$ cat config.mk
export PLATFORM = sky130hd
export DESIGN_NAME = teleop_line_command_decoder_unit
export DESIGN_NICKNAME = d
export VERILOG_FILES = /design/src/rtl/tlcd_pkg.sv /design/src/rtl/tlcd_fifo.sv /design/src/rtl/tlcd_front.sv /design/src/rtl/tlcd_back.sv /design/src/rtl/teleop_line_command_decoder_unit.sv
export SDC_FILE = /design/constraint.sdc
export NUM_CORES = 2
export LEC_CHECK = 0
export BUFFER_PORTS_ARGS = -buffer_cell sky130_fd_sc_hd__clkbuf_2
export CAP_MARGIN = 20
export CORE_ASPECT_RATIO = 0.6
export CORE_UTILIZATION = 53
export DETAILED_ROUTE_END_ITERATION = 8
export GPL_TIMING_DRIVEN = 1
export PLACE_DENSITY = 0.8
export SYNTH_ARGS = -nofsm -noshare
export SYNTH_HDL_FRONTEND = slang
export SYNTH_SLANG_ARGS = --single-unit
$ cat constraint.sdc
create_clock -name clk -period 25.2 [get_ports clk]
set_clock_uncertainty 0.05 [all_clocks]
set_input_delay 5.04 -clock clk [delete_from_list [all_inputs] [get_ports clk]]
set_output_delay 5.04 -clock clk [all_outputs]
set_load 0.05 [all_outputs]
$ cat src/rtl/tlcd_pkg.sv
// ----------------------------------------------------------------------------
// tlcd_pkg
// shared types and constants of the teleop line command decoder
// ----------------------------------------------------------------------------
package tlcd_pkg;

	localparam int LINE_BYTES_DEF = 32;
	localparam int MQ_DEPTH_DEF   = 2;
	localparam int OQ_DEPTH_DEF   = 4;

	localparam int MAG_W = 32;
	localparam int SPD_W = 16;

	// drive operation decided by the command character
	localparam logic [2:0] OP_STOP  = 3'd0;
	localparam logic [2:0] OP_FWD   = 3'd1;
	localparam logic [2:0] OP_BACK  = 3'd2;
	localparam logic [2:0] OP_LEFT  = 3'd3;
	localparam logic [2:0] OP_RIGHT = 3'd4;

	typedef struct packed {
		logic [2:0]       op;
		logic             neg;
		logic [MAG_W-1:0] mag;
	} line_cmd_t;

	typedef struct packed {
		logic signed [SPD_W-1:0] left;
		logic signed [SPD_W-1:0] right;
	} speed_pair_t;

endpackage

$ cat src/rtl/tlcd_fifo.sv
// ----------------------------------------------------------------------------
// tlcd_fifo
// small register queue with push/full and pop/empty sides
// ----------------------------------------------------------------------------
module tlcd_fifo #(
	parameter int WIDTH = 8,
	parameter int DEPTH = 2
) (
	input  logic             clk,
	input  logic             arst_n,
	input  logic             push,
	output logic             full,
	input  logic [WIDTH-1:0] wdata,
	input  logic             pop,
	output logic             empty,
	output logic [WIDTH-1:0] rdata
);

	localparam int PTR_W = (DEPTH > 1) ? $clog2(DEPTH) : 1;
	localparam int CNT_W = $clog2(DEPTH + 1);

	logic [WIDTH-1:0] mem_q [DEPTH];
	logic [PTR_W-1:0] wr_ptr_q;
	logic [PTR_W-1:0] rd_ptr_q;
	logic [CNT_W-1:0] count_q;
	logic             do_push;
	logic             do_pop;

	assign full    = (count_q == CNT_W'(DEPTH));
	assign empty   = (count_q == '0);
	assign do_push = push && !full;
	assign do_pop  = pop && !empty;
	assign rdata   = mem_q[rd_ptr_q];

	always_ff @(posedge clk) begin
		if (do_push) begin
			mem_q[wr_ptr_q] <= wdata;
		end
	end

	always_ff @(posedge clk or negedge arst_n) begin
		if (!arst_n) begin
			wr_ptr_q <= '0;
			rd_ptr_q <= '0;
			count_q  <= '0;
		end else begin
			if (do_push) begin
				wr_ptr_q <= (wr_ptr_q == PTR_W'(DEPTH - 1)) ? '0 : wr_ptr_q + 1'b1;
			end
			if (do_pop) begin
				rd_ptr_q <= (rd_ptr_q == PTR_W'(DEPTH - 1)) ? '0 : rd_ptr_q + 1'b1;
			end
			if (do_push && !do_pop) begin
				count_q <= count_q + 1'b1;
			end else if (do_pop && !do_push) begin
				count_q <= count_q - 1'b1;
			end
		end
	end

endmodule

$ cat src/rtl/tlcd_front.sv
// ----------------------------------------------------------------------------
// tlcd_front
// byte scanner: builds the command, sign and magnitude of one line
// ----------------------------------------------------------------------------
module tlcd_front import tlcd_pkg::*; #(
	parameter int LINE_BYTES = LINE_BYTES_DEF
) (
	input  logic      clk,
	input  logic      arst_n,
	input  logic      accept,
	input  logic [7:0] rx_byte,
	output logic      cmd_push,
	output line_cmd_t cmd
);

	localparam int CNT_W = $clog2(LINE_BYTES);
	localparam logic [CNT_W-1:0] LAST_CNT = CNT_W'(LINE_BYTES - 1);

	localparam logic [2:0] PH_CMD    = 3'd0;
	localparam logic [2:0] PH_SPACE  = 3'd1;
	localparam logic [2:0] PH_SIGN   = 3'd2;
	localparam logic [2:0] PH_DIGITS = 3'd3;
	localparam logic [2:0] PH_DONE   = 3'd4;

	localparam logic [7:0] CH_NUL   = 8'd0;
	localparam logic [7:0] CH_TAB   = 8'd9;
	localparam logic [7:0] CH_LF    = 8'd10;
	localparam logic [7:0] CH_VT    = 8'd11;
	localparam logic [7:0] CH_FF    = 8'd12;
	localparam logic [7:0] CH_CR    = 8'd13;
	localparam logic [7:0] CH_SPACE = 8'd32;
	localparam logic [7:0] CH_PLUS  = 8'd43;
	localparam logic [7:0] CH_MINUS = 8'd45;
	localparam logic [7:0] CH_ZERO  = 8'd48;
	localparam logic [7:0] CH_NINE  = 8'd57;
	localparam logic [7:0] CH_B     = 8'd66;
	localparam logic [7:0] CH_F     = 8'd70;
	localparam logic [7:0] CH_L     = 8'd76;
	localparam logic [7:0] CH_R     = 8'd82;

	localparam logic [MAG_W+3:0] MAG_LIMIT = (MAG_W+4)'(33'h1_0000_0000 >> 1);

	logic [CNT_W-1:0] count_q, count_n;
	logic [7:0]       char_q, char_n;
	logic [2:0]       phase_q, phase_n;
	logic             neg_q, neg_n;
	logic [MAG_W-1:0] mag_q, mag_n;
	logic             ended_q, ended_n;

	logic             is_eol;
	logic             is_digit;
	logic             is_blank;
	logic [MAG_W+3:0] mag_acc;
	logic [MAG_W-1:0] mag_dig;

	assign is_eol   = (rx_byte == CH_LF) || (rx_byte == CH_CR);
	assign is_digit = (rx_byte >= CH_ZERO) && (rx_byte <= CH_NINE);
	assign is_blank = (rx_byte == CH_SPACE) || (rx_byte == CH_TAB) ||
	                  (rx_byte == CH_VT) || (rx_byte == CH_FF);

	// times ten plus digit, held at 2^31
	always_comb begin
		mag_acc = ({4'b0, mag_q} << 3) + ({4'b0, mag_q} << 1) +
		          (MAG_W+4)'(rx_byte[3:0]);
		mag_dig = (mag_acc > MAG_LIMIT) ? MAG_LIMIT[MAG_W-1:0] : mag_acc[MAG_W-1:0];
	end

	always_comb begin
		count_n = count_q;
		char_n  = char_q;
		phase_n = phase_q;
		neg_n   = neg_q;
		mag_n   = mag_q;
		ended_n = ended_q;
		if ((is_eol && (count_q != '0)) || (!is_eol && (count_q >= LAST_CNT))) begin
			count_n = '0;
			char_n  = '0;
			phase_n = PH_CMD;
			neg_n   = 1'b0;
			mag_n   = '0;
			ended_n = 1'b0;
		end else if (!is_eol) begin
			count_n = count_q + 1'b1;
			if (!ended_q) begin
				if (rx_byte == CH_NUL) begin
					ended_n = 1'b1;
				end else begin
					case (phase_q)
						PH_CMD: begin
							char_n  = rx_byte;
							phase_n = PH_SPACE;
						end
						PH_SPACE: begin
							if (!is_blank) begin
								if ((rx_byte == CH_PLUS) || (rx_byte == CH_MINUS)) begin
									neg_n   = (rx_byte == CH_MINUS);
									phase_n = PH_SIGN;
								end else if (is_digit) begin
									mag_n   = mag_dig;
									phase_n = PH_DIGITS;
								end else begin
									phase_n = PH_DONE;
								end
							end
						end
						PH_SIGN, PH_DIGITS: begin
							if (is_digit) begin
								mag_n   = mag_dig;
								phase_n = PH_DIGITS;
							end else begin
								phase_n = PH_DONE;
							end
						end
						default: begin
						end
					endcase
				end
			end
		end
	end

	always_ff @(posedge clk or negedge arst_n) begin
		if (!arst_n) begin
			count_q <= '0;
			char_q  <= '0;
			phase_q <= PH_CMD;
			neg_q   <= 1'b0;
			mag_q   <= '0;
			ended_q <= 1'b0;
		end else if (accept) begin
			count_q <= count_n;
			char_q  <= char_n;
			phase_q <= phase_n;
			neg_q   <= neg_n;
			mag_q   <= mag_n;
			ended_q <= ended_n;
		end
	end

	// a line with a command character gives a transaction to the back end
	assign cmd_push = accept && is_eol && (count_q != '0) && (phase_q != PH_CMD);

	always_comb begin
		case (char_q)
			CH_F:    cmd.op = OP_FWD;
			CH_B:    cmd.op = OP_BACK;
			CH_L:    cmd.op = OP_LEFT;
			CH_R:    cmd.op = OP_RIGHT;
			default: cmd.op = OP_STOP;
		endcase
		cmd.neg = neg_q;
		cmd.mag = mag_q;
	end

endmodule

$ cat src/rtl/tlcd_back.sv
// ----------------------------------------------------------------------------
// tlcd_back
// speed pipeline: signed value, scale by 130, divide by 500, sign per wheel
// ----------------------------------------------------------------------------
module tlcd_back import tlcd_pkg::*; (
	input  logic        clk,
	input  logic        arst_n,
	input  logic        cmd_valid,
	output logic        cmd_pop,
	input  line_cmd_t   cmd,
	input  logic        res_full,
	output logic        res_push,
	output speed_pair_t res
);

	localparam logic signed [MAG_W-1:0] S_MAX = 32'sh7FFF_FFFF;
	localparam logic signed [MAG_W-1:0] S_MIN = 32'sh8000_0000;
	localparam logic signed [MAG_W+7:0] P_MAX = 40'sd2147483647;
	localparam logic signed [MAG_W+7:0] P_MIN = -40'sd2147483648;
	// floor(2^40 / 500), quotient estimate is exact or one low
	localparam logic [MAG_W-1:0] RECIP = 32'd2199023255;
	localparam int               RSHIFT = 40;
	localparam int               Q_W = 23;
	localparam logic [MAG_W-1:0] DIVISOR = 32'd500;

	function automatic logic signed [MAG_W-1:0] sat_neg(input logic signed [MAG_W-1:0] v);
		sat_neg = (v == S_MIN) ? S_MAX : -v;
	endfunction

	logic adv;
	assign adv     = !res_full;
	assign cmd_pop = cmd_valid && adv;

	// stage 1: signed number
	logic                    v_s1;
	logic [2:0]              op_s1;
	logic signed [MAG_W-1:0] s_s1;
	logic [MAG_W:0]          mag_neg;
	logic signed [MAG_W-1:0] s_val;

	always_comb begin
		mag_neg = -{1'b0, cmd.mag};
		if (cmd.neg) begin
			s_val = mag_neg[MAG_W-1:0];
		end else begin
			s_val = cmd.mag[MAG_W-1] ? S_MAX : cmd.mag;
		end
	end

	// stage 2: left speed and product by 130
	logic                    v_s2;
	logic [2:0]              op_s2;
	logic [SPD_W-1:0]        left_s2;
	logic signed [MAG_W-1:0] p_s2;
	logic signed [MAG_W+7:0] s_w;
	logic signed [MAG_W+7:0] prod130;
	logic signed [MAG_W-1:0] p_val;
	logic signed [MAG_W-1:0] left_val;

	always_comb begin
		s_w     = (MAG_W+8)'(s_s1);
		prod130 = (s_w <<< 7) + (s_w <<< 1);
		if (prod130 > P_MAX) begin
			p_val = S_MAX;
		end else if (prod130 < P_MIN) begin
			p_val = S_MIN;
		end else begin
			p_val = prod130[MAG_W-1:0];
		end
		case (op_s1)
			OP_FWD, OP_RIGHT: left_val = s_s1;
			OP_BACK, OP_LEFT: left_val = sat_neg(s_s1);
			default:          left_val = '0;
		endcase
	end

	// stage 3: right wheel numerator as sign and magnitude
	logic                    v_s3;
	logic [SPD_W-1:0]        left_s3;
	logic                    xneg_s3;
	logic [MAG_W-1:0]        a_s3;
	logic signed [MAG_W-1:0] x_val;

	always_comb begin
		case (op_s2)
			OP_FWD, OP_LEFT:  x_val = p_s2;
			OP_BACK, OP_RIGHT: x_val = sat_neg(p_s2);
			default:          x_val = '0;
		endcase
	end

	// stage 4: reciprocal multiply
	logic               v_s4;
	logic [SPD_W-1:0]   left_s4;
	logic               xneg_s4;
	logic [MAG_W-1:0]   a_s4;
	logic [Q_W-1:0]     q0_s4;
	logic [2*MAG_W-1:0] recip_prod;

	assign recip_prod = a_s3 * RECIP;

	// final step: one correction of the quotient estimate
	logic [MAG_W-1:0] rem;
	logic [Q_W-1:0]   quo;

	always_comb begin
		rem = a_s4 - (MAG_W'(q0_s4) * DIVISOR);
		quo = (rem >= DIVISOR) ? q0_s4 + 1'b1 : q0_s4;
		res.left  = left_s4;
		res.right = xneg_s4 ? -quo[SPD_W-1:0] : quo[SPD_W-1:0];
	end

	assign res_push = v_s4 && adv;

	always_ff @(posedge clk or negedge arst_n) begin
		if (!arst_n) begin
			v_s1 <= 1'b0;
			v_s2 <= 1'b0;
			v_s3 <= 1'b0;
			v_s4 <= 1'b0;
		end else if (adv) begin
			v_s1 <= cmd_valid;
			v_s2 <= v_s1;
			v_s3 <= v_s2;
			v_s4 <= v_s3;
		end
	end

	always_ff @(posedge clk) begin
		if (adv) begin
			op_s1   <= cmd.op;
			s_s1    <= s_val;
			op_s2   <= op_s1;
			left_s2 <= left_val[SPD_W-1:0];
			p_s2    <= p_val;
			left_s3 <= left_s2;
			xneg_s3 <= x_val[MAG_W-1];
			a_s3    <= x_val[MAG_W-1] ? -x_val : x_val;
			left_s4 <= left_s3;
			xneg_s4 <= xneg_s3;
			a_s4    <= a_s3;
			q0_s4   <= recip_prod[RSHIFT+Q_W-1:RSHIFT];
		end
	end

endmodule

$ cat src/rtl/teleop_line_command_decoder_unit.sv
// ----------------------------------------------------------------------------
// teleop_line_command_decoder_unit
// serial line command decoder giving left/right wheel speed pairs
// ----------------------------------------------------------------------------
// usage:
//   input side is a queue: drive rx_byte and push, a byte is taken when full
//   is low. one byte per cycle is taken back to back; byte 10 or 13 ends a
//   line and hands a command to the speed pipeline through a short queue.
//   result side is a queue: while empty is low the oldest speed pair is on
//   left_wheel/right_wheel, pop takes it.
//   from the line end byte to the pair showing, when the result queue has
//   room, a command passes the command queue, four pipeline registers
//   (signed value, scale by 130, magnitude, reciprocal multiply for /500)
//   and the result queue.
//   throughput is one byte per cycle while full is low; a line takes at least
//   two bytes, so the 32x32 reciprocal multiplier is never the limit.
//   when the receiver stalls the result queue fills, the pipeline holds,
//   then a line end fills the command queue and full rises; while it is
//   full every byte waits, otherwise bytes are scanned without waiting.
//   reset clears the scanner and both queues; full is low and empty high.
// ----------------------------------------------------------------------------
module teleop_line_command_decoder_unit import tlcd_pkg::*; #(
	parameter int LINE_BYTES = LINE_BYTES_DEF,
	parameter int MQ_DEPTH   = MQ_DEPTH_DEF,
	parameter int OQ_DEPTH   = OQ_DEPTH_DEF
) (
	input  logic                    clk,
	input  logic                    arst_n,
	input  logic                    push,
	output logic                    full,
	input  logic [7:0]              rx_byte,
	output logic                    empty,
	input  logic                    pop,
	output logic signed [SPD_W-1:0] left_wheel,
	output logic signed [SPD_W-1:0] right_wheel
);

	logic        accept;
	logic        cmd_push;
	line_cmd_t   cmd_in;
	line_cmd_t   cmd_out;
	logic        mq_empty;
	logic        cmd_pop;
	logic        oq_full;
	logic        res_push;
	speed_pair_t res_in;
	speed_pair_t res_out;

	assign accept = push && !full;

	tlcd_front #(
		.LINE_BYTES(LINE_BYTES)
	) u_front (
		.clk     (clk),
		.arst_n  (arst_n),
		.accept  (accept),
		.rx_byte (rx_byte),
		.cmd_push(cmd_push),
		.cmd     (cmd_in)
	);

	tlcd_fifo #(
		.WIDTH($bits(line_cmd_t)),
		.DEPTH(MQ_DEPTH)
	) u_cmd_q (
		.clk   (clk),
		.arst_n(arst_n),
		.push  (cmd_push),
		.full  (full),
		.wdata (cmd_in),
		.pop   (cmd_pop),
		.empty (mq_empty),
		.rdata (cmd_out)
	);

	tlcd_back u_back (
		.clk      (clk),
		.arst_n   (arst_n),
		.cmd_valid(!mq_empty),
		.cmd_pop  (cmd_pop),
		.cmd      (cmd_out),
		.res_full (oq_full),
		.res_push (res_push),
		.res      (res_in)
	);

	tlcd_fifo #(
		.WIDTH($bits(speed_pair_t)),
		.DEPTH(OQ_DEPTH)
	) u_res_q (
		.clk   (clk),
		.arst_n(arst_n),
		.push  (res_push),
		.full  (oq_full),
		.wdata (res_in),
		.pop   (pop),
		.empty (empty),
		.rdata (res_out)
	);

	assign left_wheel  = res_out.left;
	assign right_wheel = res_out.right;

endmodule

==> out/metrics.yaml <==
root_buffer: "clkbuf_16"
io_buffers: 45
drive_gt1_share_pct: 5.47
cts_tree: "yes"
holdWs_ps: 371
clk_pin_slew_ps: 80
finalCriticalPeriod_ps: 10950
rows: 83
critPathCaptureType: "flop"
track_usage_pct: 27.0
wl_per_cell_um: 21.1
worst_path_most_repeated_cell: "fa_1"
n_fill_cell: 6988
grt_pass1_wl_um: 185000
dp_hpwl_um: 93600
required_ps: 25460
slowest_delay_ps: 610
setup_violations: 0
netlist.area_leader.share_pct: 26.4
cap_violations: 0
synth_top_area_cell: "edfxtp_1"
synth_common_cells: "inv_1 (851), ha_1 (610), fa_1 (443)"
synthTopCellsByArea: "edfxtp_1 (26%), fa_1 (19%), ha_1 (17%), inv_1 (6.9%), dfrtp_1 (3.5%)"
synth_cells: 4361
r2r_slack_ps: 14250
hold_viol: 0
hold_buffers: 0
grt_pass1_vias: 32100
slowest_stage: "fa_1"
period_share_pct: 43.5
drtPass1Iterations: 6
syn2layout_area_growth_pct: 6.46
initial_core_util_pct: 53.7
die-area_mm2: 0.0880
register_area_mm2: 0.0138
synth-async-reset-ratio_pct: 13.8
die_h_um: 230
dpl_cell_area_mm2: 0.0475
rsz0062_at_grt: "false"
synth_edf_count: 405
final_antenna_net_count: 0
ioPinCount: 46
post_cts_buffers: 0
seq_area_frac_synth_pct: 30.0
clk_latency_ps: 600
drc: 0
synth_nets: 5426
postCtsResizedCells: 0
wirelength_um: 118000
fin_setup_tns_ps: 0
cts_sinks: 470
run_status: "finished, final reports clean"
dr.first_iter.drc_count: 3534
yosys.cell_count.top_type: "inv_1"
holdCritPathClass: "reg -> reg"
path_class: "reg -> reg"
grt_max_degree: 82
path_max_fanout: 17
core_area_mm2: 0.0857
via_per_inst: 5.89
mappedNetlistArea_mm2: 0.0460
vias: 32800
num-nets-final: 5457
antenna_found_initial: 3
yosysUniqueCellTypes: 97
synth-seq-cells: 470
h-tree-depth: 2
fmax_ghz: 0.0913
final_max_slew_viol_count: 0
overflow: 0
crit_path_start_kind: "flop"
syn_area_per_cell_um2: 10.5
stdcell_area_mm2: 0.0490
tightest_slew_ps: 1180
ys.flop_type: "edfxtp_1"
cts_inserted_buffers: 41
gp_congestion: 1.02
cp.arrival_ps: 11210
clockBufferDepth: 3
multiInputGateArea_mm2: 0.0287
dieWidth_um: 382
ys_warn_count: 0
relSlewSlack_pct: 21.4
-- registers in the layout, summed over array words and instances (netlist names), 3 cells and up --
register / count
u_back.s_s1: 32
u_back.op_s1: 3
u_back.left_s3: 16
u_back.op_s2: 3
u_back.p_s2: 32
u_back.a_s4: 30
u_front.phase_q: 3
u_back.left_s4: 16
u_back.left_s2: 16
u_res_q.count_q: 3
u_back.q0_s4: 23
u_res_q.mem_q: 128
u_front.count_q: 5
u_front.char_q: 8
u_cmd_q.mem_q: 72
u_back.a_s3: 32
u_front.mag_q: 32
-- layer usage --
layer	global-route usage (%)	vias up	part of all wire (%)
met5	0	-	0.023
met4	4.10	4	1.6
met3	8.36	155	12
met2	36.5	1501	39
met1	42.4	16100	47
li1	-	15000	-
-- through the flow --
step | instances | setup slack (ps) | util [%]
floorplan | 4361 | 15960 | -
global placement | 5493 | 14740 | 55.5
detailed placement | 5493 | 14420 | 55.5
CTS | 5569 | 14370 | 57.1
global route | 5572 | 13460 | 57.2
finish | 5573 | 14250 | 57.2
-- layout by cell type (no fill, tap or decap), types with 40 or more instances in the layout --
cell type / synthesis / final
o21ai_0: 253 / 253
nand2_1: 217 / 217
nor2b_1: 41 / 40
a21oi_1: 188 / 188
clkbuf_16: 0 / 42
nand3_1: 53 / 53
xor2_1: 82 / 82
dfrtp_1: 65 / 63
edfxtp_1: 405 / 405
nor3_1: 72 / 72
fa_1: 443 / 443
a21o_1: 84 / 84
nand2b_1: 55 / 55
clkbuf_2: 0 / 45
nor2_1: 183 / 183
ha_1: 610 / 610
inv_1: 851 / 851
xnor2_1: 106 / 106
-- path summary, 6_finish.rpt --
kind / cells past startpoint / to / startpoint
worst max-delay path: 36 / u_res_q.mem_q[1][12] / u_back.q0_s4[2]
worst min-delay path: 0 / u_back.left_s3[3] / u_back.left_s2[3]
worst max register to register: 36 / u_res_q.mem_q[1][12] / u_back.q0_s4[2]
worst min register to register: 0 / u_back.left_s3[3] / u_back.left_s2[3]
max in group asynchronous: 2 / u_res_q.rd_ptr_q[0] / arst_n
min in group asynchronous: 2 / u_front.count_q[4] / arst_n
-- critical path: cells and delay by family, from the launching register on --
| family | cells | cell delay, ps |
|---|---|---|
| DFF | 1 | 590 |
| muxes | 1 | 440 |
| buffers and inverters | 3 | 350 |
| and+or+nand+nor | 8 | 2250 |
| xor gates and xnor gates | 2 | 380 |
| adders and majority gates | 7 | 2970 |
| AOI/OAI and AO/OA | 15 | 3600 |
-- cell families after synthesis --
group | Yosys count | synth area share, %
compound gates | 815 | 11.3
simple gates | 819 | 9.00
mux | 74 | 2.53
buf+inv | 942 | 7.73
fa+ha+maj | 1053 | 35.9
flops | 470 | 30.0
xor+xnor | 188 | 3.58
-- area by class of cell --
type	count	area share, %
clock buffer	46	2.20
inverter	852	6.55
clock inverter	30	0.629
sequential	470	28.2
timing repair buffer	78	0.986
tap	1147	2.93
antenna	1	0.00511
multi-input combinational	2949	58.5
Power is not shown: default switching activity piles up to over one toggle a cycle in this logic, so the estimate is an artifact.
